`src/design/rhd_pkg.sv`:
```
`default_nettype none
// rhd_pkg: types, constants and arithmetic helpers for the ramped heading-hold drive.
// No dependencies; the top level, rhd_step, rhd_core and rhd_finish import it.

package rhd_pkg;

   typedef enum logic [1:0] {
      KIND_TANK     = 2'd0,
      KIND_BEGIN    = 2'd1,
      KIND_CONTINUE = 2'd2,
      KIND_RESET    = 2'd3
   } rhd_kind_type;

   // csr register indexes
   localparam logic [2:0] CSR_STABLE_MODE   = 3'd0;
   localparam logic [2:0] CSR_FWD_STABLE    = 3'd1;
   localparam logic [2:0] CSR_FWD_TIPPY     = 3'd2;
   localparam logic [2:0] CSR_REV_STABLE    = 3'd3;
   localparam logic [2:0] CSR_REV_TIPPY     = 3'd4;

   localparam int unsigned CSR_IDX_W  = 3;
   localparam int unsigned CSR_DATA_W = 18;

   localparam logic [19:0] US_PER_S       = 20'd1000000;
   localparam logic [9:0]  US_PER_MS      = 10'd1000;
   localparam logic signed [18:0] ABORT_ERR = 19'sd11520;  // 90 degrees
   localparam logic signed [18:0] OFF_ERR   = 19'sd3840;   // 30 degrees
   localparam logic [20:0] OFF_SAT        = 21'h1FFFFF;
   localparam logic [10:0] CURVE_MAX      = 11'd1638;
   // magnitudes above the knee always clamp to CURVE_MAX
   localparam logic [10:0] CURVE_KNEE     = 11'd1280;

   // reciprocals: floor(x/d) = (x * M) >> S over the stated input range
   localparam logic [32:0] RECIP_15625   = 33'd4503599628;  // x < 2**32, S = 46
   localparam logic [16:0] RECIP_25      = 17'd83887;       // x < 2**16, S = 21
   localparam logic [24:0] RECIP_125     = 25'd17179870;    // x < 2**24, S = 31

   localparam logic [17:0] RST_FWD_STABLE = 18'd16384;
   localparam logic [17:0] RST_FWD_TIPPY  = 18'd8192;
   localparam logic [17:0] RST_REV_STABLE = 18'd16384;
   localparam logic [17:0] RST_REV_TIPPY  = 18'd8192;

   typedef struct packed {
      logic        stable;
      logic [17:0] fwd_stable;
      logic [17:0] fwd_tippy;
      logic [17:0] rev_stable;
      logic [17:0] rev_tippy;
   } rhd_cfg_type;

   // one tick, elapsed time already clamped to one second
   typedef struct packed {
      rhd_kind_type       kind;
      logic [19:0]        elapsed;
      logic signed [17:0] gyro;
      logic signed [17:0] target;
      logic signed [15:0] max_out;
      logic [15:0]        dur_ms;
      logic signed [15:0] left;
      logic signed [15:0] right;
   } rhd_item_type;

   // tick plus its two ramp steps
   // tank: a = left step, b = right step; straight: a = forward, b = reverse
   typedef struct packed {
      rhd_item_type item;
      logic [17:0]  step_a;
      logic [17:0]  step_b;
   } rhd_stepped_type;

   // state-stage result, finished by rhd_finish
   typedef struct packed {
      logic               active;
      logic               aborted;
      logic signed [15:0] speed;
      logic signed [15:0] left;
      logic signed [15:0] right;
      logic [10:0]        mag;
      logic               neg;
      logic [25:0]        rest_us;
   } rhd_pre_type;

   // rate * elapsed / 1e6, via /64 then reciprocal of 15625
   function automatic logic [17:0] rhd_div_mega(input logic [37:0] prod);
      logic [31:0] y;
      logic [64:0] p;
      y = prod[37:6];
      p = 65'(y) * 65'(RECIP_15625);
      return p[63:46];
   endfunction

   // min(mag * 32 / 25, CURVE_MAX), mag already limited to CURVE_KNEE + 1
   function automatic logic [10:0] rhd_curve(input logic [10:0] mag);
      logic [15:0] x;
      logic [32:0] p;
      logic [10:0] q;
      x = {mag, 5'b0};
      p = 33'(x) * 33'(RECIP_25);
      q = p[31:21];
      return (q > CURVE_MAX) ? CURVE_MAX : q;
   endfunction

   // ceil(rest_us / 1000)
   function automatic logic [15:0] rhd_ceil_ms(input logic [25:0] rest_us);
      logic [26:0] z;
      logic [23:0] w;
      logic [48:0] p;
      z = 27'(rest_us) + 27'(US_PER_MS - 10'd1);
      w = z[26:3];
      p = 49'(w) * 49'(RECIP_125);
      return p[46:31];
   endfunction

   // slew limiter: move cur toward target, double step when slowing down
   function automatic logic signed [15:0] rhd_ramp(input logic signed [15:0] target,
                                                   input logic signed [15:0] cur,
                                                   input logic [17:0] step);
      logic               fwd;
      logic               up;
      logic [18:0]        amt;
      logic signed [20:0] t;
      logic signed [20:0] c;
      logic signed [20:0] a;
      logic signed [20:0] nxt;
      fwd = !target[15];
      up  = cur < target;
      amt = (up ^ fwd) ? {step, 1'b0} : {1'b0, step};
      t   = {{5{target[15]}}, target};
      c   = {{5{cur[15]}}, cur};
      a   = $signed({2'b00, amt});
      nxt = c;
      if (cur != target) begin
         if (up) begin
            nxt = c + a;
            if (nxt > t) nxt = t;
         end else begin
            nxt = c - a;
            if (nxt < t) nxt = t;
         end
      end
      return nxt[15:0];
   endfunction

endpackage

`default_nettype wire

```
`src/design/rhd_step.sv`:
```
`default_nettype none
// rhd_step: two-stage ramp step pipeline (rate * elapsed, then divide by 1e6).
// Depends on rhd_pkg.

module rhd_step (
   input  wire logic                   clock,
   input  wire logic                   reset,
   input  wire rhd_pkg::rhd_cfg_type   cfg,
   input  wire logic                   in_valid,
   input  wire rhd_pkg::rhd_item_type  in_item,
   output logic                        in_ready,
   output logic                        out_valid,
   output rhd_pkg::rhd_stepped_type    out_data,
   input  wire logic                   out_ready
);
   import rhd_pkg::*;

   typedef struct packed {
      rhd_item_type item;
      logic [37:0]  prod_a;
      logic [37:0]  prod_b;
   } rhd_prod_type;

   logic            s1_valid_ff, s1_valid_in;
   rhd_prod_type    s1_ff, s1_in;
   logic            s2_valid_ff, s2_valid_in;
   rhd_stepped_type s2_ff, s2_in;
   logic            s1_load, s2_load;
   logic [17:0]     fwd_rate, rev_rate, rate_a, rate_b;

   assign s2_load  = !s2_valid_ff || out_ready;
   assign s1_load  = !s1_valid_ff || s2_load;
   assign in_ready = s1_load;

   always_comb begin
      fwd_rate = cfg.stable ? cfg.fwd_stable : cfg.fwd_tippy;
      rev_rate = cfg.stable ? cfg.rev_stable : cfg.rev_tippy;
      if (in_item.kind == KIND_TANK) begin
         rate_a = in_item.left[15]  ? rev_rate : fwd_rate;
         rate_b = in_item.right[15] ? rev_rate : fwd_rate;
      end else begin
         rate_a = fwd_rate;
         rate_b = rev_rate;
      end
      s1_in.item   = in_item;
      s1_in.prod_a = 38'(rate_a) * 38'(in_item.elapsed);
      s1_in.prod_b = 38'(rate_b) * 38'(in_item.elapsed);
      s1_valid_in  = in_valid;

      s2_in.item   = s1_ff.item;
      s2_in.step_a = rhd_div_mega(s1_ff.prod_a);
      s2_in.step_b = rhd_div_mega(s1_ff.prod_b);
      s2_valid_in  = s1_valid_ff;
   end

   always_ff @(posedge clock) begin
      if (reset) begin
         s1_valid_ff <= 1'b0;
         s2_valid_ff <= 1'b0;
      end else begin
         if (s1_load) s1_valid_ff <= s1_valid_in;
         if (s2_load) s2_valid_ff <= s2_valid_in;
      end
   end

   always_ff @(posedge clock) begin
      if (s1_load && in_valid)    s1_ff <= s1_in;
      if (s2_load && s1_valid_ff) s2_ff <= s2_in;
   end

   assign out_valid = s2_valid_ff;
   assign out_data  = s2_ff;

endmodule

`default_nettype wire

```
`config.mk`:
```
export PLATFORM = sky130hd
export DESIGN_NAME = rhd_step
export DESIGN_NICKNAME = d
export VERILOG_FILES = /design/src/design/rhd_pkg.sv /design/src/design/rhd_step.sv
export SDC_FILE = /design/constraint.sdc
export NUM_CORES = 2
export LEC_CHECK = 0
export ABC_AREA = 1
export BUFFER_PORTS_ARGS = -buffer_cell sky130_fd_sc_hd__buf_2
export CAP_MARGIN = 40
export CORE_MARGIN = 2
export CORE_UTILIZATION = 60
export CTS_CLUSTER_DIAMETER = 80
export CTS_CLUSTER_SIZE = 30
export DETAILED_ROUTE_END_ITERATION = 10
export HOLD_SLACK_MARGIN = 0.08
export PLACE_DENSITY = 0.87
export SLEW_MARGIN = 20
export SYNTH_ARGS = -nofsm -noshare
export SYNTH_HDL_FRONTEND = slang
export SYNTH_SLANG_ARGS = --single-unit
```
`constraint.sdc`:
```
create_clock -name clock -period 31.8 [get_ports clock]
set_input_delay 6.36 -clock clock [delete_from_list [all_inputs] [get_ports clock]]
set_output_delay 6.36 -clock clock [all_outputs]
set_load 0.05 [all_outputs]
```
## After elaboration in Yosys (flattened, before gate mapping)

Cells that the tools add are included.

| cells by class | value |
|---|---|
| multipliers | 4 |
| multiplexer cells | 6 |
| reduce and logical (&&, ||, !) cells | 7 |

Operators with widths:

| operator | number |
|---|---|
| multiplier 32 x 31 -> 62 bit, second input constant | 2 |
| two-way mux 18 bit | 6 |
| multiplier 18 x 20 -> 38 bit | 2 |
| logical AND 1 bit | 2 |
| zero test 1 bit | 2 |
| zero test 2 bit | 1 |
| logical OR 1 bit | 2 |

| word-level totals | value |
|---|---|
| flip-flop bits (word level) | 358 |
| input port bits | 199 |
| output and inout port bits | 160 |

## Depth between registers and ports, before layout

| logic depth | value |
|---|---|
| depth in word-level cells | 4 |
| depth in mapped cells | 33 |
| gate-level depth less buffers | 32 |

## Worst setup path before layout

No wires, ideal clock.

| path | value |
|---|---|
| path kind | input-to-reg |
| start point | input port out_ready |
| end point | register s2_ff (netlist bit out_data[0]), enable pin |
| arrival time | 13.988 ns |
| required time | 31.073 ns |
| path slack | 17.085 ns |
| stages | 2 |
| path through | inv_1 > a21oi_1 |

| on the way | value |
|---|---|
| longest elaborated chain between the ends | 2 |

RTL lines:

| item | line | text |
|---|---|---|
| start: declaration | rhd_step.sv:14 | `input wire logic out_ready` |
| logical OR 1 bit | rhd_step.sv:31 | `assign s2_load = !s2_valid_ff \|\| out_ready;` |
| logical AND 1 bit | rhd_step.sv:68 | `if (s2_load && s1_valid_ff) s2_ff <= s2_in;` |
| end signal: assignment | rhd_step.sv:68 |  |
| end: declaration | rhd_step.sv:27 | `rhd_stepped_type s2_ff, s2_in;` |

Every way passes these cells.
A chain may end at the register's enable or synchronous reset.

## Worst setup path in the final report

| path | value |
|---|---|
| start point | input port out_ready |
| end point | output port in_ready |

| on the way | value |
|---|---|
| longest elaborated chain between the ends | 2 |

RTL lines:

| item | line | text |
|---|---|---|
| logical OR 1 bit | rhd_step.sv:31 |  |
| logical OR 1 bit | rhd_step.sv:32 | `assign s1_load = !s1_valid_ff \|\| s2_load;` |
| end: declaration | rhd_step.sv:11 | `output logic in_ready,` |

Every way passes these cells.

==> out/metrics.yaml <==
outcome:
  outcome: "finished, final reports clean"
logic_synthesis:
  synth_area_um2: 70800
  async_reset_ff_share_pct: 0
  ys_warn_count: 0
  syn-num-nets: 10400
  synth_ff_type: "edfxtp_1"
  ys_types: 43
  yosys_register_bits: 346
  ys_top_cells_by_area: "fa_1 (37%), ha_1 (17%), edfxtp_1 (15%)"
  yosys.area.top_type: "fa_1"
  syn_avg_cell_area_um2: 8.87
  synthCells: 7978
  netlist.area_leader.share_pct: 37.1
  yosysSeqAreaShare_pct: 14.7
  synth_edf_count: 344
floorplanning:
  die_y_um: 347
  start_util_pct: 60.3
  die_w_um: 347
  row_count: 126
  num_io_pins: 359
  dieArea_um2: 121000
  core_area_um2: 117000
sta:
  holdWs_ns: 0.422
  finalSetupTns_ns: 0
  fmax_ghz: 0.0752
  hold_viol_final: 0
  fin_crit_ns: 13.31
  tightest_slew_ns: 0.961
  drv_slew: 0
  max_slew_margin_pct: 35.9
  rsz0062_at_grt: "false"
  finClkSkew_ns: 0.0399
  setup_viol: 0
  layout_worst_path_cycle_share_pct: 41.8
clock_network:
  cts_setup_buffers: 0
  cts_max_path_buffers: 3
  htree_levels: 1
  clk_pin_slew_worst_paths_ns: 0.11
  ctsResizeCount: 0
  ctsHoldBuffers: 0
  cts_tree: "built"
  clk_latency_ns: 0.64
  clkSinkCount: 346
  numCtsBuffers: 24
  cts_root_buf: "clkbuf_16"
global_routing:
  grt_pass1_vias: 58500
  grt_max_degree: 137
  grt_pass1_wl_um: 324000
  grt.overflow.total: 0
  track_usage_pct: 35.2
  antenna_found_initial: 5
placed_design:
  hpwl_um: 176000
  io_buffers: 358
  place.gp.congestion: 1.03
worst_setup_path:
  cp.required_ns: 25.44
  endpoint_kind: "output port"
  arrival_ns: 6.95
  critPathLaunchType: "primary input"
  path_class: "primary input to output port"
  worstPathMaxFanout: 3
final_layout:
  mostFrequentLayoutCells: "inv_1 (2207), nand2_1 (1744), fa_1 (1310), ha_1 (961), nor2_1 (552)"
  syn2layout_area_growth_pct: 6.29
  drive_above_1_share_pct: 6.21
  layout.nets: 10800
  final_common_cell: "inv_1"
routing:
  wirelength_um: 207000
  first_pass_iters: 6
  route.antenna.remaining_nets: 0
  wl_per_cell_um: 21.0
  avgViaCountPerCell: 5.52
  drc: 0
  drt_iter0_drc: 4735
  via_count: 54300
min_path:
  hp-class: "flip-flop to flip-flop"
flow_run:
  drv.max_cap_violation_count: 0
==> synthesized netlist by cell type (8+ instances only) <==
| cell | instances |
|---|---|
| inv_1 | 2208 |
| nand2_1 | 1744 |
| fa_1 | 1310 |
| ha_1 | 961 |
| nor2_1 | 552 |
| edfxtp_1 | 344 |
| a21oi_1 | 171 |
| nand3_1 | 148 |
| xor2_1 | 79 |
| clkbuf_1 | 63 |
| o21ai_0 | 58 |
| mux2i_1 | 36 |
| nor3_1 | 33 |
| nand2_2 | 28 |
| xnor2_1 | 28 |
| nand4_1 | 26 |
| buf_6 | 20 |
| buf_2 | 18 |
| o21bai_1 | 14 |
| or2_2 | 14 |
| nor2_2 | 13 |
| a21o_1 | 12 |
| clkinv_1 | 12 |
| inv_2 | 10 |
| and2_1 | 8 |
| buf_4 | 8 |
| nand3b_1 | 8 |
| nor3_2 | 8 |
| o21a_1 | 8 |
==> worst paths after layout <==
check | startpoint | endpoint | slack (ns) | cells past startpoint
setup / recovery | out_ready | in_ready | 18.49 | 4
hold / removal | s1_ff[92]$_DFFE_PP_ | out_data[52]$_DFFE_PP_ | 0.42 | 0
setup reg to reg | s1_ff[28]$_DFFE_PP_ | out_data[15]$_DFFE_PP_ | 24.54 | 26
hold reg to reg | s1_ff[92]$_DFFE_PP_ | out_data[52]$_DFFE_PP_ | 0.42 | 0
==> critical path, stage by stage <==
cell,delay (ns)
buf_2,0.09
inv_1,0.12
nand3_1,0.13
buf_2,0.24
==> state kept, by name (all words and copies together) (netlist names) <==
signal,count
out_valid,1
s1_valid_ff,1
s1_ff,186
out_data,158
==> area by class of cell <==
type | instances | area (µm²)
Clock buffer | 27 | 633
Fill cell | 9561 | 42200
Sequential cell | 346 | 10400
Clock inverter | 15 | 353
Timing Repair Buffer | 390 | 2140
Antenna cell | 2 | 5.00
Inverter | 2235 | 8410
Multi-Input combinational cell | 5284 | 51400
Tap cell | 1536 | 1920
==> routing by layer <==
metal | share of wire [%] | global-route usage, % | routed length [µm]
met1 | 39 | 46.8 | 80500
met2 | 45 | 55.5 | 92400
met3 | 11 | 8.51 | 23200
met5 | 0.0058 | 0 | 12
met4 | 5.2 | 14.7 | 10800
==> cells by family (layout without fill, tap and decap cells) <==
group / count (synthesis) / after routing / share of synthesized area [%]
fa+ha+maj: 2271 / 2271 / 54.0
flops: 346 / 346 / 14.7
compound gates: 275 / 275 / 2.08
simple gates: 2595 / 2595 / 14.6
other cells: 0 / 2 / 0
mux: 36 / 36 / 0.509
buf+inv: 2348 / 2667 / 12.8
xor+xnor: 107 / 107 / 1.32
==> stage by stage <==
| step | worst slack (ns) | area (µm²) | instances | utilization [%] |
|---|---|---|---|---|
| after CTS | 18.49 | 75200 | 9831 | 64.0 |
| after detailed placement | 18.43 | 74200 | 9789 | 63.2 |
| after floorplan | 17.09 | 70800 | 7978 | - |
| after global routing | 18.43 | 75200 | 9833 | 64.0 |
| after global placement | 18.51 | 74100 | 9786 | 63.1 |
| final | 18.49 | 75200 | 9835 | 64.0 |
Power is left out: the tool's default activity adds up to more than one toggle a clock period on the data nets, which glitch-free logic cannot reach.
