<file path="src/design/rhd_pkg.sv">
`default_nettype none
// rhd_pkg: types, constants and arithmetic helpers for the ramped heading-hold drive.
// No dependencies; the top level, rhd_step, rhd_core and rhd_finish import it.

package rhd_pkg;

   typedef enum logic [1:0] {
      KIND_TANK     = 2'd0,
      KIND_BEGIN    = 2'd1,
      KIND_CONTINUE = 2'd2,
      KIND_RESET    = 2'd3
   } rhd_kind_type;

   // csr register indexes
   localparam logic [2:0] CSR_STABLE_MODE   = 3'd0;
   localparam logic [2:0] CSR_FWD_STABLE    = 3'd1;
   localparam logic [2:0] CSR_FWD_TIPPY     = 3'd2;
   localparam logic [2:0] CSR_REV_STABLE    = 3'd3;
   localparam logic [2:0] CSR_REV_TIPPY     = 3'd4;

   localparam int unsigned CSR_IDX_W  = 3;
   localparam int unsigned CSR_DATA_W = 18;

   localparam logic [19:0] US_PER_S       = 20'd1000000;
   localparam logic [9:0]  US_PER_MS      = 10'd1000;
   localparam logic signed [18:0] ABORT_ERR = 19'sd11520;  // 90 degrees
   localparam logic signed [18:0] OFF_ERR   = 19'sd3840;   // 30 degrees
   localparam logic [20:0] OFF_SAT        = 21'h1FFFFF;
   localparam logic [10:0] CURVE_MAX      = 11'd1638;
   // magnitudes above the knee always clamp to CURVE_MAX
   localparam logic [10:0] CURVE_KNEE     = 11'd1280;

   // reciprocals: floor(x/d) = (x * M) >> S over the stated input range
   localparam logic [32:0] RECIP_15625   = 33'd4503599628;  // x < 2**32, S = 46
   localparam logic [16:0] RECIP_25      = 17'd83887;       // x < 2**16, S = 21
   localparam logic [24:0] RECIP_125     = 25'd17179870;    // x < 2**24, S = 31

   localparam logic [17:0] RST_FWD_STABLE = 18'd16384;
   localparam logic [17:0] RST_FWD_TIPPY  = 18'd8192;
   localparam logic [17:0] RST_REV_STABLE = 18'd16384;
   localparam logic [17:0] RST_REV_TIPPY  = 18'd8192;

   typedef struct packed {
      logic        stable;
      logic [17:0] fwd_stable;
      logic [17:0] fwd_tippy;
      logic [17:0] rev_stable;
      logic [17:0] rev_tippy;
   } rhd_cfg_type;

   // one tick, elapsed time already clamped to one second
   typedef struct packed {
      rhd_kind_type       kind;
      logic [19:0]        elapsed;
      logic signed [17:0] gyro;
      logic signed [17:0] target;
      logic signed [15:0] max_out;
      logic [15:0]        dur_ms;
      logic signed [15:0] left;
      logic signed [15:0] right;
   } rhd_item_type;

   // tick plus its two ramp steps
   // tank: a = left step, b = right step; straight: a = forward, b = reverse
   typedef struct packed {
      rhd_item_type item;
      logic [17:0]  step_a;
      logic [17:0]  step_b;
   } rhd_stepped_type;

   // state-stage result, finished by rhd_finish
   typedef struct packed {
      logic               active;
      logic               aborted;
      logic signed [15:0] speed;
      logic signed [15:0] left;
      logic signed [15:0] right;
      logic [10:0]        mag;
      logic               neg;
      logic [25:0]        rest_us;
   } rhd_pre_type;

   // rate * elapsed / 1e6, via /64 then reciprocal of 15625
   function automatic logic [17:0] rhd_div_mega(input logic [37:0] prod);
      logic [31:0] y;
      logic [64:0] p;
      y = prod[37:6];
      p = 65'(y) * 65'(RECIP_15625);
      return p[63:46];
   endfunction

   // min(mag * 32 / 25, CURVE_MAX), mag already limited to CURVE_KNEE + 1
   function automatic logic [10:0] rhd_curve(input logic [10:0] mag);
      logic [15:0] x;
      logic [32:0] p;
      logic [10:0] q;
      x = {mag, 5'b0};
      p = 33'(x) * 33'(RECIP_25);
      q = p[31:21];
      return (q > CURVE_MAX) ? CURVE_MAX : q;
   endfunction

   // ceil(rest_us / 1000)
   function automatic logic [15:0] rhd_ceil_ms(input logic [25:0] rest_us);
      logic [26:0] z;
      logic [23:0] w;
      logic [48:0] p;
      z = 27'(rest_us) + 27'(US_PER_MS - 10'd1);
      w = z[26:3];
      p = 49'(w) * 49'(RECIP_125);
      return p[46:31];
   endfunction

   // slew limiter: move cur toward target, double step when slowing down
   function automatic logic signed [15:0] rhd_ramp(input logic signed [15:0] target,
                                                   input logic signed [15:0] cur,
                                                   input logic [17:0] step);
      logic               fwd;
      logic               up;
      logic [18:0]        amt;
      logic signed [20:0] t;
      logic signed [20:0] c;
      logic signed [20:0] a;
      logic signed [20:0] nxt;
      fwd = !target[15];
      up  = cur < target;
      amt = (up ^ fwd) ? {step, 1'b0} : {1'b0, step};
      t   = {{5{target[15]}}, target};
      c   = {{5{cur[15]}}, cur};
      a   = $signed({2'b00, amt});
      nxt = c;
      if (cur != target) begin
         if (up) begin
            nxt = c + a;
            if (nxt > t) nxt = t;
         end else begin
            nxt = c - a;
            if (nxt < t) nxt = t;
         end
      end
      return nxt[15:0];
   endfunction

endpackage

`default_nettype wire

</file>
<file path="src/design/rhd_core.sv">
`default_nettype none
// rhd_core: drive state (levels, held values, timers) and per-tick update.
// Depends on rhd_pkg.

module rhd_core (
   input  wire logic                     clock,
   input  wire logic                     reset,
   input  wire logic                     in_valid,
   input  wire rhd_pkg::rhd_stepped_type in_data,
   output logic                          in_ready,
   output logic                          out_valid,
   output rhd_pkg::rhd_pre_type          out_data,
   input  wire logic                     out_ready
);
   import rhd_pkg::*;

   logic signed [15:0] sl_ff, sl_in;
   logic signed [15:0] left_ff, left_in;
   logic signed [15:0] right_ff, right_in;
   logic signed [17:0] hd_ff, hd_in;
   logic signed [15:0] hs_ff, hs_in;
   logic [15:0]        hdur_ff, hdur_in;
   logic [31:0]        dt_ff, dt_in;
   logic               dt_on_ff, dt_on_in;
   logic [20:0]        ot_ff, ot_in;
   logic               ot_on_ff, ot_on_in;
   logic               pre_valid_ff;
   rhd_pre_type        pre_ff, pre_in;

   rhd_item_type       item;
   logic               fire;
   logic [32:0]        dt_sum;
   logic [31:0]        dt_adv;
   logic [21:0]        ot_sum;
   logic [20:0]        ot_adv;
   logic [26:0]        restart_limit;
   logic signed [15:0] sl_base;
   logic signed [18:0] rot;
   logic [17:0]        mag;
   logic [17:0]        step_s;
   logic [25:0]        dur_us;

   assign item     = in_data.item;
   assign in_ready = !pre_valid_ff || out_ready;
   assign fire     = in_valid && in_ready;

   always_comb begin
      // timers advance first on every kind
      dt_sum = {1'b0, dt_ff} + 33'(item.elapsed);
      dt_adv = dt_ff;
      if (dt_on_ff) dt_adv = dt_sum[32] ? '1 : dt_sum[31:0];
      ot_sum = {1'b0, ot_ff} + 22'(item.elapsed);
      ot_adv = ot_ff;
      if (ot_on_ff) ot_adv = ot_sum[21] ? OFF_SAT : ot_sum[20:0];

      sl_in    = sl_ff;
      left_in  = left_ff;
      right_in = right_ff;
      hd_in    = hd_ff;
      hs_in    = hs_ff;
      hdur_in  = hdur_ff;
      dt_in    = dt_adv;
      dt_on_in = dt_on_ff;
      ot_in    = ot_adv;
      ot_on_in = ot_on_ff;

      restart_limit = 27'(27'(hdur_ff) * 27'(US_PER_MS)) + 27'(US_PER_S);
      sl_base = sl_ff;
      rot     = '0;
      mag     = '0;
      step_s  = '0;
      dur_us  = '0;
      pre_in  = '0;

      case (item.kind)
         KIND_TANK: begin
            left_in  = rhd_ramp(item.left, left_ff, in_data.step_a);
            right_in = rhd_ramp(item.right, right_ff, in_data.step_b);
         end
         KIND_RESET: begin
            sl_in   = '0;
            hd_in   = '0;
            hs_in   = '0;
            hdur_in = '0;
         end
         default: begin
            if (item.kind == KIND_BEGIN) begin
               // long stop since the last drive: restart the ramp from zero
               if (dt_adv > 32'(restart_limit)) sl_base = '0;
               hd_in    = item.target;
               hs_in    = item.max_out;
               hdur_in  = item.dur_ms;
               dt_in    = '0;
               dt_on_in = 1'b1;
            end
            sl_in = sl_base;
            rot   = {hd_in[17], hd_in};
            rot   = {item.gyro[17], item.gyro} - rot;
            mag   = rot[18] ? 18'(-rot) : rot[17:0];
            if (rot > ABORT_ERR || rot < -ABORT_ERR || ot_adv > 21'(US_PER_S)) begin
               pre_in.aborted = 1'b1;
            end else begin
               if (rot > OFF_ERR || rot < -OFF_ERR) begin
                  ot_on_in = 1'b1;
               end else begin
                  ot_in    = '0;
                  ot_on_in = 1'b0;
               end
               step_s = hs_in[15] ? in_data.step_b : in_data.step_a;
               sl_in  = rhd_ramp(hs_in, sl_base, step_s);
               dur_us = 26'(hdur_in) * 26'(US_PER_MS);
               if (32'(dur_us) > dt_in) begin
                  pre_in.active  = 1'b1;
                  pre_in.speed   = sl_in;
                  pre_in.mag     = (mag > 18'(CURVE_KNEE)) ? CURVE_KNEE + 11'd1 : mag[10:0];
                  pre_in.neg     = rot[18];
                  pre_in.rest_us = dur_us - dt_in[25:0];
               end
            end
         end
      endcase

      pre_in.left  = left_in;
      pre_in.right = right_in;
   end

   always_ff @(posedge clock) begin
      if (reset) begin
         sl_ff        <= '0;
         left_ff      <= '0;
         right_ff     <= '0;
         hd_ff        <= '0;
         hs_ff        <= '0;
         hdur_ff      <= '0;
         dt_ff        <= '0;
         dt_on_ff     <= 1'b0;
         ot_ff        <= '0;
         ot_on_ff     <= 1'b0;
         pre_valid_ff <= 1'b0;
      end else begin
         if (fire) begin
            sl_ff    <= sl_in;
            left_ff  <= left_in;
            right_ff <= right_in;
            hd_ff    <= hd_in;
            hs_ff    <= hs_in;
            hdur_ff  <= hdur_in;
            dt_ff    <= dt_in;
            dt_on_ff <= dt_on_in;
            ot_ff    <= ot_in;
            ot_on_ff <= ot_on_in;
         end
         if (in_ready) pre_valid_ff <= in_valid;
      end
   end

   always_ff @(posedge clock) begin
      if (fire) pre_ff <= pre_in;
   end

   assign out_valid = pre_valid_ff;
   assign out_data  = pre_ff;

endmodule

`default_nettype wire

</file>
<file path="config.mk">
export PLATFORM = sky130hd
export DESIGN_NAME = rhd_core
export DESIGN_NICKNAME = d
export VERILOG_FILES = /design/src/design/rhd_pkg.sv /design/src/design/rhd_core.sv
export SDC_FILE = /design/constraint.sdc
export NUM_CORES = 2
export LEC_CHECK = 0
export BUFFER_PORTS_ARGS = -buffer_cell sky130_fd_sc_hd__buf_4
export CAP_MARGIN = 20
export CORE_MARGIN = 3
export CORE_UTILIZATION = 40
export DETAILED_ROUTE_END_ITERATION = 8
export SLEW_MARGIN = 0
export SYNTH_ARGS = -nofsm -noshare
export SYNTH_HDL_FRONTEND = slang
export SYNTH_SLANG_ARGS = --single-unit
</file>
<file path="constraint.sdc">
create_clock -name clock -period 16.6 [get_ports clock]
set_clock_uncertainty 0.15 [all_clocks]
set_input_delay 3.32 -clock clock [delete_from_list [all_inputs] [get_ports clock]]
set_output_delay 3.32 -clock clock [all_outputs]
set_load 0.01 [all_outputs]
</file>
# == Word-level counts from Yosys, hierarchy flattened ==
# Index checks and enable logic that the tools add are counted.
# totals
ff_bits,242
input_bits,162
out_inout_bits,90
wordCells,127
# classes
addsub,12
mul,2
n_lt_le_gt_ge,17
n_eq_ne,5
n_mux,47
bitwise_logic,7
reduce_logical,17
# op_table
operator,n
16-bit two-way mux,22
32-bit two-way mux,5
21-bit two-way mux,5
16-bit case mux with 2 select lines,3
18-bit two-way mux,4
16-bit by 20-bit adder with 21-bit output,3
21-bit by 16-bit greater-than comparator with 1-bit output,3
21-bit by 16-bit less-than comparator with 1-bit output,3
16-bit by 20-bit subtractor with 21-bit output,3
19-bit two-way mux,3
16-bit less-than comparator,3
16-bit != test,3
16-bit by 7-bit multiplier with 23-bit output (second input constant),2
18-bit case mux with 2 select lines,1
32-bit by 20-bit adder with 33-bit output,1
26-bit by 32-bit greater-than comparator with 1-bit output,1
32-bit by 27-bit greater-than comparator with 1-bit output,1
26-bit by 20-bit adder with 27-bit output (second input constant),1
26-bit subtractor,1
21-bit by 20-bit adder with 22-bit output,1
21-bit by 20-bit greater-than comparator with 1-bit output (second input constant),1
19-bit by 13-bit greater-than comparator with 1-bit output (second input constant),1
19-bit by 15-bit greater-than comparator with 1-bit output (second input constant),1
19-bit by 13-bit less-than comparator with 1-bit output (second input constant),1
20 further kinds,34

# == Logic depth before layout (Yosys ltp) ==
# logic_depth
depth_word,17
ltp_mapped,69
ltp_nobuf,64

# == Worst setup path before layout ==
# OpenSTA, ideal clock, no wires.
# synth_timing
kind,input to register
start,in in_data[136] in the netlist's numbering
end,"reg pre_ff, in the netlist out_data[70] (data pin)"
setup_time_ps,258
arrival_time_ps,14982
required_ps,16192
path_slack_ps,1210
path_stages,63
n_path_buf,8
path_cell_list,ha_1 > fa_1 > a211oi_1 > o21bai_1 > a211oi_1 > o21ai_0 > a31o_2 > clkbuf_1 > nand2b_1 > nand2_1 > clkbuf_1 > o22a_1 > ha_1 > a21o_1 > a21o_1 > a21oi_1 > o21ai_0 > a211oi_1 > [... 27 more ...] > a41o_1 > a21o_1 > a21oi_1 > o21bai_1 > a21oi_1 > xnor2_1 > ha_1 > o21ai_0 > o21bai_1 > a31oi_1 > and2_0 > clkbuf_1 > clkbuf_1 > o21ai_0 > mux2i_1 > nor2_1 > a31oi_1 > nor2_1
# synth_between
elab_chain_cells,15
elab_cells_between_ends,29
cone_classes,add/sub (4); order compare (6); eq/ne (1); mux (14); bitwise (2); reduce/logical (2)
# synth_rtl
element,line,text
start: declaration,rhd_core.sv:9,"input wire rhd_pkg::rhd_stepped_type in_data,"
32-bit by 20-bit adder with 33-bit output,rhd_core.sv:49,"dt_sum = {1'b0, dt_ff} + 33'(item.elapsed);"
32-bit two-way mux (2 in a row),rhd_core.sv:51,if (dt_on_ff) dt_adv = dt_sum[32] ? '1 : dt_sum[31:0];
32-bit by 27-bit greater-than comparator with 1-bit output,rhd_core.sv:89,if (dt_adv > 32'(restart_limit)) sl_base = '0;
16-bit two-way mux,rhd_core.sv:89,
16-bit two-way mux,rhd_core.sv:87,if (item.kind == KIND_BEGIN) begin
16-bit two-way mux,rhd_core.sv:75,case (item.kind)
16-bit less-than comparator,rhd_pkg.sv:126,up = cur < target;
1-bit XOR,rhd_pkg.sv:127,"amt = (up ^ fwd) ? {step, 1'b0} : {1'b0, step};"
19-bit two-way mux,rhd_pkg.sv:127,
16-bit by 20-bit subtractor with 21-bit output or 16-bit by 20-bit adder with 21-bit output (tied branches),"rhd_pkg.sv:137, rhd_pkg.sv:134",
21-bit by 16-bit less-than comparator with 1-bit output or 21-bit by 16-bit greater-than comparator with 1-bit output (tied branches),"rhd_pkg.sv:138, rhd_pkg.sv:135",
16-bit two-way mux (on tied branches),"rhd_pkg.sv:138, rhd_pkg.sv:135",
16-bit two-way mux,rhd_pkg.sv:133,if (up) begin
16-bit two-way mux,rhd_pkg.sv:132,if (cur != target) begin
end signal: assignment,rhd_core.sv:158,if (fire) pre_ff <= pre_in;
end: declaration,rhd_core.sv:28,"rhd_pre_type pre_ff, pre_in;"
# Parallel ways exist; a longest one is shown, timed or not. The select of a mux whose other input is x is not followed.
# A chain may end at the register's enable or synchronous reset.

# == Worst setup path in the final report ==
# layout_timing
start,in in_data[136] in the netlist's numbering
end,"reg pre_ff, in the netlist out_data[85] (data pin)"
# The elaborated chain is that of the path after synthesis.

==> impl_metrics.toml <==
[placed_design]
hpwl_um = 86700
port_buffers = 251
dpl.cell_count = 5213
dp_slack_ns = 0.662
gp_congestion = 0.965

[hold_path]
hp-class = "flop to flop"

[global_route]
grt-ovfl-total = 0
grt_start_max_net_pins = 64
grt.total_usage = 0.247
grt_pass1_vias = 29300
grt_first_pass_wirelength_um = 168000
antenna_found_initial = 5

[clock_network]
clockBufferDepth = 3
clkLatencyLatePin_ns = 0.57
cts_tree = "built"
post_cts_buffers = 0
h-tree-depth = 2
numCtsBuffers = 36
clkSlewWorstSetupHoldPaths_ns = 0.06
cts_hold_buf = 0
cts.sinks = 242
cts_resized = 0
root_buffer = "clkbuf_16"

[timing]
hold_viol = 0
setup_viol = 0
post-route-period-util = 0.928
worst_pin_slew_ns = 1.09
setup_slack_ns = 1.19
final_max_slew_viol_count = 0
fin_crit_ns = 15.41
rsz0062_at_grt = "no"
fmax_ghz = 0.0649
setup_tns_ns = 0
slew_headroom = 0.272

[routing]
post_drt_wl_per_cell_um = 20.3
final_antenna_net_count = 0
vias_per_cell = 5.74
wl_met1_um = 48500
dr.pass1.iters = 5
vias = 30300
wl_met3_um = 7170
dr_wl_met2_um = 49100
top_layer = "met5"
first_iter_violations = 2298
drcViolationCount = 0
drt-total-wl_um = 107000

[die]
die_w_um = 292
fp.dieH_um = 292
io_pins = 252
die_area_um2 = 85200
core_area_um2 = 80800
initial_utilization = 0.405
fp-row-count = 104

[synthesis]
synth_xor_area_frac = 0.0610
synth-edff-count = 88
synth_compound_area_frac = 0.240
synth_adder_area_share = 0.265
synth_ff_type = "dfxtp_1"
synth_top_family_by_area = "adder cells"
ys_seq_elements = 242
synthMuxAreaShare = 0.0320
async_flop_share = 0
synth-simple-area-share = 0.173
syn-cell-area_um2 = 32700
yosysUniqueCellTypes = 100
syn_inst = 3999
synth_nets = 4783
syn_avg_cell_area_um2 = 8.18
ys_seq_area_frac = 0.175
yosys_warnings = 0

[critical_path]
slowest_stage = "fa_1"
path_buf_inv = 5
setup.worst_path.end_class = "flop"
crit_family = "compound AO/OA/AOI/OAI gates"
cp_slowest_stage_delay_ns = 0.43
worst-path-max-fanout = 25
cp-start-kind = "input port"
criticalPathCategory = "input port to flop"
crit_arrival_ns = 15.54
crit_required_ns = 16.74

[layout]
drive_gt1_frac = 0.118
final_cells = 5283
area_delta_synth_final_pct = 13.1
layout.nets = 4976
fill_cells = 8117

[pwr]
finalPower_mw = 3.27
p_per_area_nw_per_um2 = 88.3
ir_drop_mv = 0.0637
power_leakage_nw = 16.6

[job]
drv_cap = 0

[outcome]
status = "finished, final reports clean"
## sequential cells by signal, summed over array words and instances, names as in the netlist
register   count
ot_on_ff       1
hdur_ff       16
sl_ff         16
out_valid      1
right_ff      16
hs_ff         16
dt_on_ff       1
out_data      88
hd_ff         18
ot_ff         21
dt_ff         32
left_ff       16
## through the flow
step / area, µm² / hold slack, ns / utilization
after floorplan: 32700 / 0.288 / -
after global placement: 35800 / 0.314 / 0.443
after detailed placement: 35800 / 0.330 / 0.443
after CTS: 37000 / 0.346 / 0.458
after global routing: 37000 / 0.377 / 0.458
final: 37000 / 0.341 / 0.458
## metal layers
layer,vias up,track usage
li1,14900,-
met1,14400,0.337
met2,895,0.406
met3,140,0.0424
met4,4,0.0606
met5,-,0
## final timing paths
check / cells past startpoint / from / slack (ns) / end
setup reg to reg: 60 / hdur_ff[2] / 1.67 / out_data[85]
hold / removal: 2 / hs_ff[11] / 0.34 / hs_ff[11]
hold reg to reg: 2 / hs_ff[11] / 0.34 / hs_ff[11]
setup / recovery: 55 / in_data[136] / 1.19 / out_data[85]
## kinds of logic after synthesis
group                      count (synthesis)
AOI/OAI and AO/OA                       1159
DFF                                      242
and+or+nand+nor                         1191
adders and majority gates                622
xor gates and xnor gates                 227
muxes                                     93
buffers and inverters                    465
## placed cells by master (no fill, tap or decap), types with 117 or more instances in the layout
cell type	n
buf_4	299
inv_1	318
nand2_1	272
dfxtp_1	154
ha_1	504
nor2_1	392
a21oi_1	268
o21ai_0	215
xnor2_1	155
fa_1	117
## synthesized netlist by cell type, drive strengths merged (57+ instances only)
cell type,n,area (µm²)
nor3,94,482
a21oi,269,1350
nand3,86,435
dfxtp,154,3080
a21o,100,751
nor2,393,1480
a211oi,57,433
and2,59,369
o21ai,230,1160
fa,117,2340
nand2,273,1020
inv,319,1200
edfxtp,88,2640
clkbuf,129,484
xor2,70,621
xnor2,157,1380
ha,505,6320
a22oi,59,443
## tightest hold or removal path: cells and delay by family (launching register included)
family           cells  cell delay, ns
flip-flops           1            0.32
AO/OA/AOI/OAI        1            0.06
AND/OR/NAND/NOR      1            0.07
## final cells by class
class                   count  area (µm²)  share of cell area
clock buffers              53        1050              0.0283
multi-input cells        3292       25300               0.684
repair buffers            300        2270              0.0614
flip-flops and latches    242        5730               0.155
inverters                 320        1200              0.0325
well taps                1060        1330              0.0358
clock inverters            13         121             0.00328
diodes                      3        7.51            0.000203
## where the power goes
group          internal [mW]  switching, mW  total [mW]  leakage [nW]
Sequential             0.648         0.0236       0.671          2.14
Combinational          0.741           1.08        1.82          13.9
Clock                  0.458          0.323       0.781         0.569
Total                   1.85           1.42        3.27          16.6
Note: power is estimated with default switching activity, not from simulation.
