==> src/design/rhd_pkg.sv <==
`default_nettype none
// rhd_pkg: types, constants and arithmetic helpers for the ramped heading-hold drive.
// No dependencies; the top level, rhd_step, rhd_core and rhd_finish import it.

package rhd_pkg;

   typedef enum logic [1:0] {
      KIND_TANK     = 2'd0,
      KIND_BEGIN    = 2'd1,
      KIND_CONTINUE = 2'd2,
      KIND_RESET    = 2'd3
   } rhd_kind_type;

   // csr register indexes
   localparam logic [2:0] CSR_STABLE_MODE   = 3'd0;
   localparam logic [2:0] CSR_FWD_STABLE    = 3'd1;
   localparam logic [2:0] CSR_FWD_TIPPY     = 3'd2;
   localparam logic [2:0] CSR_REV_STABLE    = 3'd3;
   localparam logic [2:0] CSR_REV_TIPPY     = 3'd4;

   localparam int unsigned CSR_IDX_W  = 3;
   localparam int unsigned CSR_DATA_W = 18;

   localparam logic [19:0] US_PER_S       = 20'd1000000;
   localparam logic [9:0]  US_PER_MS      = 10'd1000;
   localparam logic signed [18:0] ABORT_ERR = 19'sd11520;  // 90 degrees
   localparam logic signed [18:0] OFF_ERR   = 19'sd3840;   // 30 degrees
   localparam logic [20:0] OFF_SAT        = 21'h1FFFFF;
   localparam logic [10:0] CURVE_MAX      = 11'd1638;
   // magnitudes above the knee always clamp to CURVE_MAX
   localparam logic [10:0] CURVE_KNEE     = 11'd1280;

   // reciprocals: floor(x/d) = (x * M) >> S over the stated input range
   localparam logic [32:0] RECIP_15625   = 33'd4503599628;  // x < 2**32, S = 46
   localparam logic [16:0] RECIP_25      = 17'd83887;       // x < 2**16, S = 21
   localparam logic [24:0] RECIP_125     = 25'd17179870;    // x < 2**24, S = 31

   localparam logic [17:0] RST_FWD_STABLE = 18'd16384;
   localparam logic [17:0] RST_FWD_TIPPY  = 18'd8192;
   localparam logic [17:0] RST_REV_STABLE = 18'd16384;
   localparam logic [17:0] RST_REV_TIPPY  = 18'd8192;

   typedef struct packed {
      logic        stable;
      logic [17:0] fwd_stable;
      logic [17:0] fwd_tippy;
      logic [17:0] rev_stable;
      logic [17:0] rev_tippy;
   } rhd_cfg_type;

   // one tick, elapsed time already clamped to one second
   typedef struct packed {
      rhd_kind_type       kind;
      logic [19:0]        elapsed;
      logic signed [17:0] gyro;
      logic signed [17:0] target;
      logic signed [15:0] max_out;
      logic [15:0]        dur_ms;
      logic signed [15:0] left;
      logic signed [15:0] right;
   } rhd_item_type;

   // tick plus its two ramp steps
   // tank: a = left step, b = right step; straight: a = forward, b = reverse
   typedef struct packed {
      rhd_item_type item;
      logic [17:0]  step_a;
      logic [17:0]  step_b;
   } rhd_stepped_type;

   // state-stage result, finished by rhd_finish
   typedef struct packed {
      logic               active;
      logic               aborted;
      logic signed [15:0] speed;
      logic signed [15:0] left;
      logic signed [15:0] right;
      logic [10:0]        mag;
      logic               neg;
      logic [25:0]        rest_us;
   } rhd_pre_type;

   // rate * elapsed / 1e6, via /64 then reciprocal of 15625
   function automatic logic [17:0] rhd_div_mega(input logic [37:0] prod);
      logic [31:0] y;
      logic [64:0] p;
      y = prod[37:6];
      p = 65'(y) * 65'(RECIP_15625);
      return p[63:46];
   endfunction

   // min(mag * 32 / 25, CURVE_MAX), mag already limited to CURVE_KNEE + 1
   function automatic logic [10:0] rhd_curve(input logic [10:0] mag);
      logic [15:0] x;
      logic [32:0] p;
      logic [10:0] q;
      x = {mag, 5'b0};
      p = 33'(x) * 33'(RECIP_25);
      q = p[31:21];
      return (q > CURVE_MAX) ? CURVE_MAX : q;
   endfunction

   // ceil(rest_us / 1000)
   function automatic logic [15:0] rhd_ceil_ms(input logic [25:0] rest_us);
      logic [26:0] z;
      logic [23:0] w;
      logic [48:0] p;
      z = 27'(rest_us) + 27'(US_PER_MS - 10'd1);
      w = z[26:3];
      p = 49'(w) * 49'(RECIP_125);
      return p[46:31];
   endfunction

   // slew limiter: move cur toward target, double step when slowing down
   function automatic logic signed [15:0] rhd_ramp(input logic signed [15:0] target,
                                                   input logic signed [15:0] cur,
                                                   input logic [17:0] step);
      logic               fwd;
      logic               up;
      logic [18:0]        amt;
      logic signed [20:0] t;
      logic signed [20:0] c;
      logic signed [20:0] a;
      logic signed [20:0] nxt;
      fwd = !target[15];
      up  = cur < target;
      amt = (up ^ fwd) ? {step, 1'b0} : {1'b0, step};
      t   = {{5{target[15]}}, target};
      c   = {{5{cur[15]}}, cur};
      a   = $signed({2'b00, amt});
      nxt = c;
      if (cur != target) begin
         if (up) begin
            nxt = c + a;
            if (nxt > t) nxt = t;
         end else begin
            nxt = c - a;
            if (nxt < t) nxt = t;
         end
      end
      return nxt[15:0];
   endfunction

endpackage

`default_nettype wire

==> src/design/rhd_rsp_if.sv <==
`default_nettype none
// rhd_rsp_if: result channel (valid, ready, drive commands).
// Depends on nothing.

interface rhd_rsp_if;
   logic               valid;
   logic               ready;
   logic signed [15:0] out_speed;
   logic signed [11:0] out_curve;
   logic signed [15:0] out_left;
   logic signed [15:0] out_right;
   logic [15:0]        remaining_ms;
   logic               aborted;

   modport source (output valid, out_speed, out_curve, out_left, out_right, remaining_ms,
                   aborted, input ready);
   modport sink   (input valid, out_speed, out_curve, out_left, out_right, remaining_ms,
                   aborted, output ready);
endinterface

`default_nettype wire

==> src/design/rhd_finish.sv <==
`default_nettype none
// rhd_finish: curve scaling, remaining-time rounding and the result register.
// Depends on rhd_pkg and rhd_rsp_if.

module rhd_finish (
   input  wire logic                 clock,
   input  wire logic                 reset,
   input  wire logic                 in_valid,
   input  wire rhd_pkg::rhd_pre_type in_data,
   output logic                      in_ready,
   rhd_rsp_if.source                 rsp_bus
);
   import rhd_pkg::*;

   logic               rsp_valid_ff;
   logic signed [15:0] speed_ff;
   logic signed [11:0] curve_ff, curve_in;
   logic signed [15:0] left_ff, right_ff;
   logic [15:0]        rem_ff, rem_in;
   logic               aborted_ff;
   logic [10:0]        curve_mag;

   assign in_ready = !rsp_valid_ff || rsp_bus.ready;

   always_comb begin
      curve_mag = rhd_curve(in_data.mag);
      curve_in  = '0;
      rem_in    = '0;
      if (in_data.active) begin
         curve_in = in_data.neg ? -$signed({1'b0, curve_mag}) : $signed({1'b0, curve_mag});
         rem_in   = rhd_ceil_ms(in_data.rest_us);
      end
   end

   always_ff @(posedge clock) begin
      if (reset) begin
         rsp_valid_ff <= 1'b0;
      end else if (in_ready) begin
         rsp_valid_ff <= in_valid;
      end
   end

   always_ff @(posedge clock) begin
      if (in_ready && in_valid) begin
         speed_ff   <= in_data.speed;
         curve_ff   <= curve_in;
         left_ff    <= in_data.left;
         right_ff   <= in_data.right;
         rem_ff     <= rem_in;
         aborted_ff <= in_data.aborted;
      end
   end

   assign rsp_bus.valid        = rsp_valid_ff;
   assign rsp_bus.out_speed    = speed_ff;
   assign rsp_bus.out_curve    = curve_ff;
   assign rsp_bus.out_left     = left_ff;
   assign rsp_bus.out_right    = right_ff;
   assign rsp_bus.remaining_ms = rem_ff;
   assign rsp_bus.aborted      = aborted_ff;

endmodule

`default_nettype wire
==> src/flat_wrapper.sv <==
// flat-port wrapper written by rule: the top's interface ports become plain ports
module rhd_finish_flat import rhd_pkg::*;
  (clock, reset, in_valid, in_data, in_ready, rsp_bus_valid, rsp_bus_out_speed, rsp_bus_out_curve, rsp_bus_out_left, rsp_bus_out_right, rsp_bus_remaining_ms, rsp_bus_aborted, rsp_bus_ready);
  rhd_rsp_if rsp_bus_i ();
  input  wire logic clock;
  input  wire logic reset;
  input  wire logic in_valid;
  input  wire rhd_pkg::rhd_pre_type in_data;
  output logic in_ready;
  output wire logic [$bits(rsp_bus_i.valid)-1:0] rsp_bus_valid;
  output wire logic [$bits(rsp_bus_i.out_speed)-1:0] rsp_bus_out_speed;
  output wire logic [$bits(rsp_bus_i.out_curve)-1:0] rsp_bus_out_curve;
  output wire logic [$bits(rsp_bus_i.out_left)-1:0] rsp_bus_out_left;
  output wire logic [$bits(rsp_bus_i.out_right)-1:0] rsp_bus_out_right;
  output wire logic [$bits(rsp_bus_i.remaining_ms)-1:0] rsp_bus_remaining_ms;
  output wire logic [$bits(rsp_bus_i.aborted)-1:0] rsp_bus_aborted;
  input wire logic [$bits(rsp_bus_i.ready)-1:0] rsp_bus_ready;
  assign rsp_bus_valid = rsp_bus_i.valid;
  assign rsp_bus_out_speed = rsp_bus_i.out_speed;
  assign rsp_bus_out_curve = rsp_bus_i.out_curve;
  assign rsp_bus_out_left = rsp_bus_i.out_left;
  assign rsp_bus_out_right = rsp_bus_i.out_right;
  assign rsp_bus_remaining_ms = rsp_bus_i.remaining_ms;
  assign rsp_bus_aborted = rsp_bus_i.aborted;
  assign rsp_bus_i.ready = rsp_bus_ready;
  rhd_finish u_core (.clock(clock), .reset(reset), .in_valid(in_valid), .in_data(in_data), .in_ready(in_ready), .rsp_bus(rsp_bus_i));
endmodule
==> config.mk <==
export PLATFORM = sky130hd
export DESIGN_NAME = rhd_finish_flat
export DESIGN_NICKNAME = d
export VERILOG_FILES = /design/src/design/rhd_pkg.sv /design/src/design/rhd_rsp_if.sv /design/src/design/rhd_finish.sv /design/src/flat_wrapper.sv
export SDC_FILE = /design/constraint.sdc
export NUM_CORES = 1
export LEC_CHECK = 0
export BUFFER_PORTS_ARGS = -buffer_cell sky130_fd_sc_hd__buf_2
export CORE_MARGIN = 1.5
export CORE_UTILIZATION = 58
export CTS_CLUSTER_SIZE = 10
export DETAILED_ROUTE_END_ITERATION = 6
export GPL_TIMING_DRIVEN = 1
export PLACE_DENSITY = 0.9
export REMOVE_ABC_BUFFERS = 1
export SETUP_SLACK_MARGIN = 0.15
export SYNTH_ARGS = -nofsm -noshare
export SYNTH_HDL_FRONTEND = slang
export SYNTH_SLANG_ARGS = --single-unit
export TNS_END_PERCENT = 10
==> constraint.sdc <==
create_clock -name clock -period 15.03 [get_ports clock]
set_clock_uncertainty 0.2 [all_clocks]
set_input_delay 2.2545 -clock clock [delete_from_list [all_inputs] [get_ports clock]]
set_output_delay 2.2545 -clock clock [all_outputs]
set_load 0.03 [all_outputs]
=== Word-level counts from Yosys, hierarchy flattened ===
Index checks and enable logic that the tools add are counted.

* Register bits after elaboration: 78
* Input bits: 92
* Output and inout port bits: 79
* Word-level logic and storage cells: 19

* Add/sub/neg operators: 2
* Multiply operators: 2
* $lt $le $gt $ge: 1
* Mux-type cells: 2
* Reduce and logical (&&, ||, !) cells: 4

{| class="wikitable"
|+ Operators by type and width
! cell !! number
|-
| $mul 24x24->46 const B || 1
|-
| $add 26x10->27 const B || 1
|-
| $mul 11x17->27 const B || 1
|-
| $mux 11 || 2
|-
| $neg 11->12 || 1
|-
| $gt 11x11->1 const B || 1
|-
| $reduce_and 2->1 || 1
|-
| $logic_and 1x1->1 || 1
|-
| $logic_not 1->1 || 1
|-
| $logic_or 1x1->1 || 1
|}

=== Longest topological paths before layout ===
Gate-level depths: netlist of run 1.

* Depth after elaboration: 5
* Mapped depth: 30
* Gate-level depth less buffers: 30

=== Worst setup path after synthesis of run 1 ===
Ideal clock, no wire load.

* Kind: input-to-reg
* Start point: input port in_data[2] (netlist name)
* End point: register u_core.rem_ff[11], in the netlist u_core.rsp_bus.remaining_ms[11] (data pin)
* Setup time: 0.255 ns
* Arrival: 9.784 ns
* Required time: 14.575 ns
* Slack: 4.792 ns
* Stages: 28
* Buffers on the path: 0
* Path through: o311a_1 > nor4_1 > nor3b_1 > nand2b_1 > nor4_1 > nand2_1 > xnor2_1 > inv_1 > fa_1 > fa_1 > inv_1 > ha_1 > fa_1 > inv_1 > fa_1 > inv_1 > fa_1 > fa_1 > ha_1 > nand4_1 > or3_1 > a311o_1 > o22ai_1 > o211ai_1 > nand2_1 > a31o_2 > xor2_1 > and2_1

* Cells in the longest elaborated chain, start to end: 2

{| class="wikitable"
|+ Ends and longest elaborated chain
! item !! line !! RTL
|-
| start: declaration || flat_wrapper.sv:8 || <nowiki>input wire rhd_pkg::rhd_pre_type in_data;</nowiki>
|-
| $add 26x10->27 || rhd_pkg.sv:108 || <nowiki>z = 27'(rest_us) + 27'(US_PER_MS - 10'd1);</nowiki>
|-
| $mul 24x24->46 || rhd_pkg.sv:110 || <nowiki>p = 49'(w) * 49'(RECIP_125);</nowiki>
|-
| end signal: assignment || rhd_finish.sv:49 || <nowiki>rem_ff <= rem_in;</nowiki>
|-
| end: declaration || rhd_finish.sv:19 || <nowiki>logic [15:0] rem_ff, rem_in;</nowiki>
|}

No other way between the ends.
A chain may end at the register's enable or synchronous reset.

=== Worst setup path after layout of run 1 ===
Same ends and word-level chain as after synthesis.

==> results of run 1 <==
==> state kept, by name, indices dropped and copies added (netlist names) <==
signal,cells
u_core.rsp_bus.out_left,16
u_core.rsp_bus.out_right,16
u_core.rsp_bus.out_speed,16
u_core.rsp_bus.remaining_ms,16
u_core.rsp_bus.out_curve,12
u_core.rsp_bus.aborted,1
u_core.rsp_bus.valid,1
==> synthesized netlist by cell type (all sizes together) (13+ instances only) <==
cell type,n,area share
a21oi,42,0.014
ha,339,0.27
nand2,39,0.0094
xor2,23,0.013
fa,234,0.30
a21o,20,0.0096
edfxtp,77,0.15
nand4,13,0.0062
inv,462,0.11
nand3,19,0.0061
xnor2,23,0.013
nor2,29,0.0070
o21ai,21,0.0067
nor3,16,0.0051
==> logic make-up (layout without fill, tap and decap cells) <==
group | Yosys count | after routing
buffers and inverters | 469 | 667
adder cells (fa/ha/maj) | 573 | 573
flip-flops | 78 | 78
XOR/XNOR | 46 | 46
multiplexers | 7 | 7
AND/OR/NAND/NOR | 176 | 176
AO/OA/AOI/OAI | 154 | 154
==> stage by stage <==
stage	hold WS, ps	setup slack, ps
after floorplan	660	4790
after global placement	320	3660
after detailed placement	348	3400
after CTS	357	3680
after global routing	396	3000
final	353	3590
==> placed cells by master (no fill, tap or decap), drive strengths merged, types with 4 or more instances in the layout <==
master and instances:
nand2 39, inv 462, mux2i 6, a21boi 5, a31oi 7, nand2b 8
buf 189, fa 234, edfxtp 77, ha 339, clkinvlp 4, o21a 8
a211oi 8, a21o 20, nor2 29, nor4 5, nand3 19, nand4 13
and3 8, and2 8, nand4b 4, nor3 16, a21oi 42, or4 5
xor2 23, and4 5, clkbuf 9, nor2b 4, xnor2 23, o21ai 21
a211o 4, o211ai 5
==> per-layer routing <==
| layer | share of wire | GRT usage | vias up |
|---|---|---|---|
| li1 | - | - | 5238 |
| met2 | 0.51 | 0.477 | 417 |
| met3 | 0.066 | 0.0354 | 88 |
| met5 | 0 | 0 | - |
| met1 | 0.39 | 0.311 | 5415 |
| met4 | 0.031 | 0.0941 | 0 |
==> worst max-delay path, delay by kind of cell <==
family,cells,cell delay [ps]
AO/OA/AOI/OAI,5,1620
XOR/XNOR,2,530
adder cells (fa/ha/maj),8,3740
AND/OR/NAND/NOR,8,2540
buffers and inverters,6,630
==> how the worst max path moves through the flow <==
stage,cells after the start,start,to,slack [ps]
floorplan,28,in_data[2],u_core.rsp_bus.remaining_ms[11],4790
global placement,29,in_data[2],u_core.rsp_bus.remaining_ms[11],3660
detailed placement,29,in_data[2],u_core.rsp_bus.remaining_ms[11],3400
CTS,29,in_data[2],u_core.rsp_bus.remaining_ms[11],3680
global route,29,in_data[2],u_core.rsp_bus.remaining_ms[11],3000
finish,29,in_data[2],u_core.rsp_bus.remaining_ms[11],3590
==> final cells by class <==
type / instances / area share
Timing Repair Buffer: 189 / 0.0576
Inverter: 462 / 0.101
Tap cell: 335 / 0.0243
Sequential cell: 78 / 0.135
Clock buffer: 9 / 0.0131
Multi-Input combinational cell: 956 / 0.667
Clock inverter: 7 / 0.00240
==> impl_metrics.tcl, run 1 <==
set metrics [dict create \
    detail_route.wl_per_cell_um 17.0 \
    drtPass1Iterations 5 \
    hold_viol 0 \
    cts_root_buffer "clkbuf_16" \
    ant_nets 0 \
    synthFlopType "edfxtp_1" \
    portBuffers 170 \
    dieArea_um2 27900 \
    fin_nets 2361 \
    crit_path_top_delay_cell "nor3b_1" \
    antenna_found_initial 0 \
    drcViolationCount 0 \
    rows 59 \
    vias 11200 \
    cts_made_buffers 9 \
    syn_area_um2 15600 \
    avgSynthCellArea_um2 10.4 \
    start_kind "input pin" \
    globalRouteTotalUtil 0.260 \
    post_cts_buffers 0 \
    ys_warn_count 0 \
    overflow 0 \
    relSlewSlack 0.340 \
    cts.sinks 78 \
    finish.utilization 0.658 \
    clkTransAtPathRegs_ps 60 \
    placed_area_um2 17000 \
    grt_max_degree 78 \
    hold_depth 2 \
    period_share 0.761 \
    maxCapViolCount 0 \
    endpoint_kind "register" \
    clock.fmax_ghz 0.0874 \
    fillers 1927 \
    r2r_start "u_core.rsp_bus.valid" \
    vias_per_cell 5.48 \
    synth_edf_count 77 \
    synth_top_family_by_area "adder cells" \
    grt_pass1_vias 12200 \
    rr_worst_depth 2 \
    synthAdderAreaFrac 0.573 \
    gp_congestion 0.927 \
    async_flop_share 0 \
    holdPathEnd "u_core.rsp_bus.valid" \
    hold_start "u_core.rsp_bus.valid" \
    area_growth_pct 10.6 \
    synthMuxAreaShare 0.00458 \
    hp-class "reg -> reg" \
    seq_area_um2 2330 \
    diodes 0 \
    yosys.area_share.simple 0.0637 \
    path_max_fanout 7 \
    wirelength_um 34600 \
    critPathKind "in -> reg" \
    period_minus_slack_ps 11440 \
    htree_levels 3 \
    drive_gt1_frac 0.135 \
    worst_pin_slew_ps 982 \
    instances_no_fill 2036 \
    required_ps 14910 \
    setup_viol 0 \
    synth_cells 1503 \
    die_y_um 167 \
    final_max_slew_viol_count 0 \
    rsz0062_at_grt "false" \
    slowest_delay_ps 830 \
    fp.dieW_um 167 \
    final_area_um2 17200 \
    arrival_ps 11320 \
    grt_pass1_wl_um 57900 \
    path_common_cell "fa_1" \
    synth-compound-area-share 0.0703 \
    status "completed" \
    clockBufferDepth 2 \
    coreArea_um2 26200 \
    cts_resized 0 \
    r2r-end "u_core.rsp_bus.out_right[11]" \
    ios 171 \
    multi_input_area_um2 11500 \
    final.setup.tns_ps 0 \
    cts_tree "done" \
    synthXorXnorAreaFrac 0.0259 \
    first_iter_violations 745 \
    ys_ff_latch 78 \
    clk_latency_ps 320 \
    placed_cells 2020 \
    synthDistinctLibCells 79 \
    start_util 0.595 \
    dpl.hpwl_um 30300 \
    cts_hold_buf 0 \
    ys_seq_area_frac 0.150 \
    r2r_setup_slack_ps 13210 \
]
Power of run 1 is left out: the tool's default activity adds up to more than one toggle a clock period on the data nets, which glitch-free logic cannot reach.
==> inputs of run 2 (changes only) <==
- CORE_UTILIZATION: 58 -> 56
- PLACE_DENSITY: 0.9 -> 0.91
- clock period: 15.03 -> 9.5 ns (I/O delays scaled with it)
==> run 2 against run 1 <==
  * Via count grew 4.7%
  * Final cell count up 3.0%
  * First-iteration DRC count down 16%
  * Worst setup slack got worse by 3300 ps
  * Register-to-register slack worse by 5600 ps
  * Die area grew 3.5%
  * Utilization down 0.91 points
  * Count of clock-buffer cells in the layout is 2 higher
  * Sequential cell count is the same
  * Non-clock buffer count is 25 higher
  * Design area rose by 2.0%
  * Critical endpoint unchanged
  * Largest cell class unchanged
  * Highest routed layer unchanged
==> impl_metrics.tcl, run 2 (same netlist as run 1, synthesis figures left out) <==
set metrics [dict create \
    worst_pin_slew_ps 1270 \
    cts_tree "done" \
    wl_met2_um 19200 \
    cts_hold_buf 0 \
    path_max_fanout 5 \
    globalRouteTotalUtil 0.268 \
    ios 171 \
    rsz0062_at_grt "true" \
    worst-path-buf-inv 9 \
    period_share 0.971 \
    fin_ws_ps 274 \
    crit_path_top_delay_cell "fa_1" \
    drcViolationCount 0 \
    clkTransAtPathRegs_ps 70 \
    antenna_found_initial 0 \
    detail_route.wl_per_cell_um 17.9 \
    hold_viol 0 \
    vias 11700 \
    wl_met1_um 14000 \
    grt_pass1_wl_um 60500 \
    die_y_um 170 \
    area_growth_pct 12.8 \
    final_max_slew_viol_count 0 \
    gp_congestion 0.944 \
    htree_levels 3 \
    hp-class "reg -> reg" \
    placed_cells 2080 \
    setup_viol 0 \
    grt_max_degree 78 \
    drtPass1Iterations 6 \
    grt_pass1_vias 12600 \
    vias_per_cell 5.57 \
    start_kind "input pin" \
    drive_gt1_frac 0.156 \
    status "completed" \
    slowest_delay_ps 550 \
    instances_no_fill 2098 \
    maxCapViolCount 0 \
    path_common_cell "fa_1" \
    cts_root_buffer "clkbuf_16" \
    ant_nets 0 \
    coreArea_um2 27100 \
    fp.dieW_um 170 \
    clk_latency_ps 340 \
    clock.fmax_ghz 0.108 \
    layout_commonest_cell "inv_1" \
    diodes 0 \
    mostFrequentLayoutCells "inv_1, ha_1, fa_1" \
    critPathKind "in -> reg" \
    relSlewSlack 0.149 \
    cts_made_buffers 9 \
    endpoint_kind "register" \
    rows 60 \
    required_ps 9390 \
    first_iter_violations 625 \
    dr.max_layer_used "met4" \
    crit_family "adder cells" \
    overflow 0 \
    portBuffers 170 \
    dieArea_um2 28800 \
    arrival_ps 9120 \
    dr_wl_met3_um 2610 \
    pre_cts_slack_ps -79.9 \
    start_util 0.575 \
    wirelength_um 37500 \
    fin_nets 2386 \
    cts.sinks 78 \
    finish.utilization 0.649 \
    dpl.hpwl_um 32300 \
    period_minus_slack_ps 9230 \
    clockBufferDepth 2 \
]
[run 2: cell types whose count changed in the layout (fill, tap and decap cells not counted), moves of 2 or more]
cell	delta
clkinv_4	+2
clkinv_2	+2
buf_4	+24
clkinvlp_4	-3
clkinv_1	-3
[run 2: final cells by class]
cell class	count	area [µm²]
Multi-Input combinational cell	956	11600
Fill cell	1929	9520
Sequential cell	78	2330
Inverter	462	1730
Timing Repair Buffer	214	1190
Tap cell	372	465
Clock buffer	11	243
Clock inverter	5	35.0
[run 2: final timing paths]
check,slack (ps),from,cells past startpoint,end
worst max register to register,7570,u_core.rsp_bus.valid,2,u_core.rsp_bus.out_left[9]
worst max-delay path,270,in_data[3],33,u_core.rsp_bus.remaining_ms[11]
worst min register to register,400,u_core.rsp_bus.valid,2,u_core.rsp_bus.valid
worst min-delay path,400,u_core.rsp_bus.valid,2,u_core.rsp_bus.valid
[run 2: tightest hold or removal path, cell delays in order (launching register included)]
cell and delay (ps):
dfxtp_1 340, nand2b_1 140, a21oi_1 80
[run 2: layer usage]
metal / vias to the layer above / global-route usage
met2: 544 / 0.494
met4: 0 / 0.112
met1: 5702 / 0.305
met3: 143 / 0.0456
met5: - / 0
li1: 5292 / -
[run 2: metrics by stage]
stage          area (µm²)  TNS, ps  hold slack [ps]
3_5_place_dp        17200     -188              397
2_1_floorplan       15600        0              660
3_3_place_gp        17200        0              388
5_1_grt             17600    -87.4              407
6_report            17600        0              404
4_1_cts             17500        0              408
[run 2: timing repair]
| action | in CTS | in global routing |
|---|---|---|
| resized for setup | 0 | 14 |
| endpoints found under the setup margin | 0 | 16 |
| buffers inserted | 0 | 2 |
Power of run 2 is left out for the same reason.
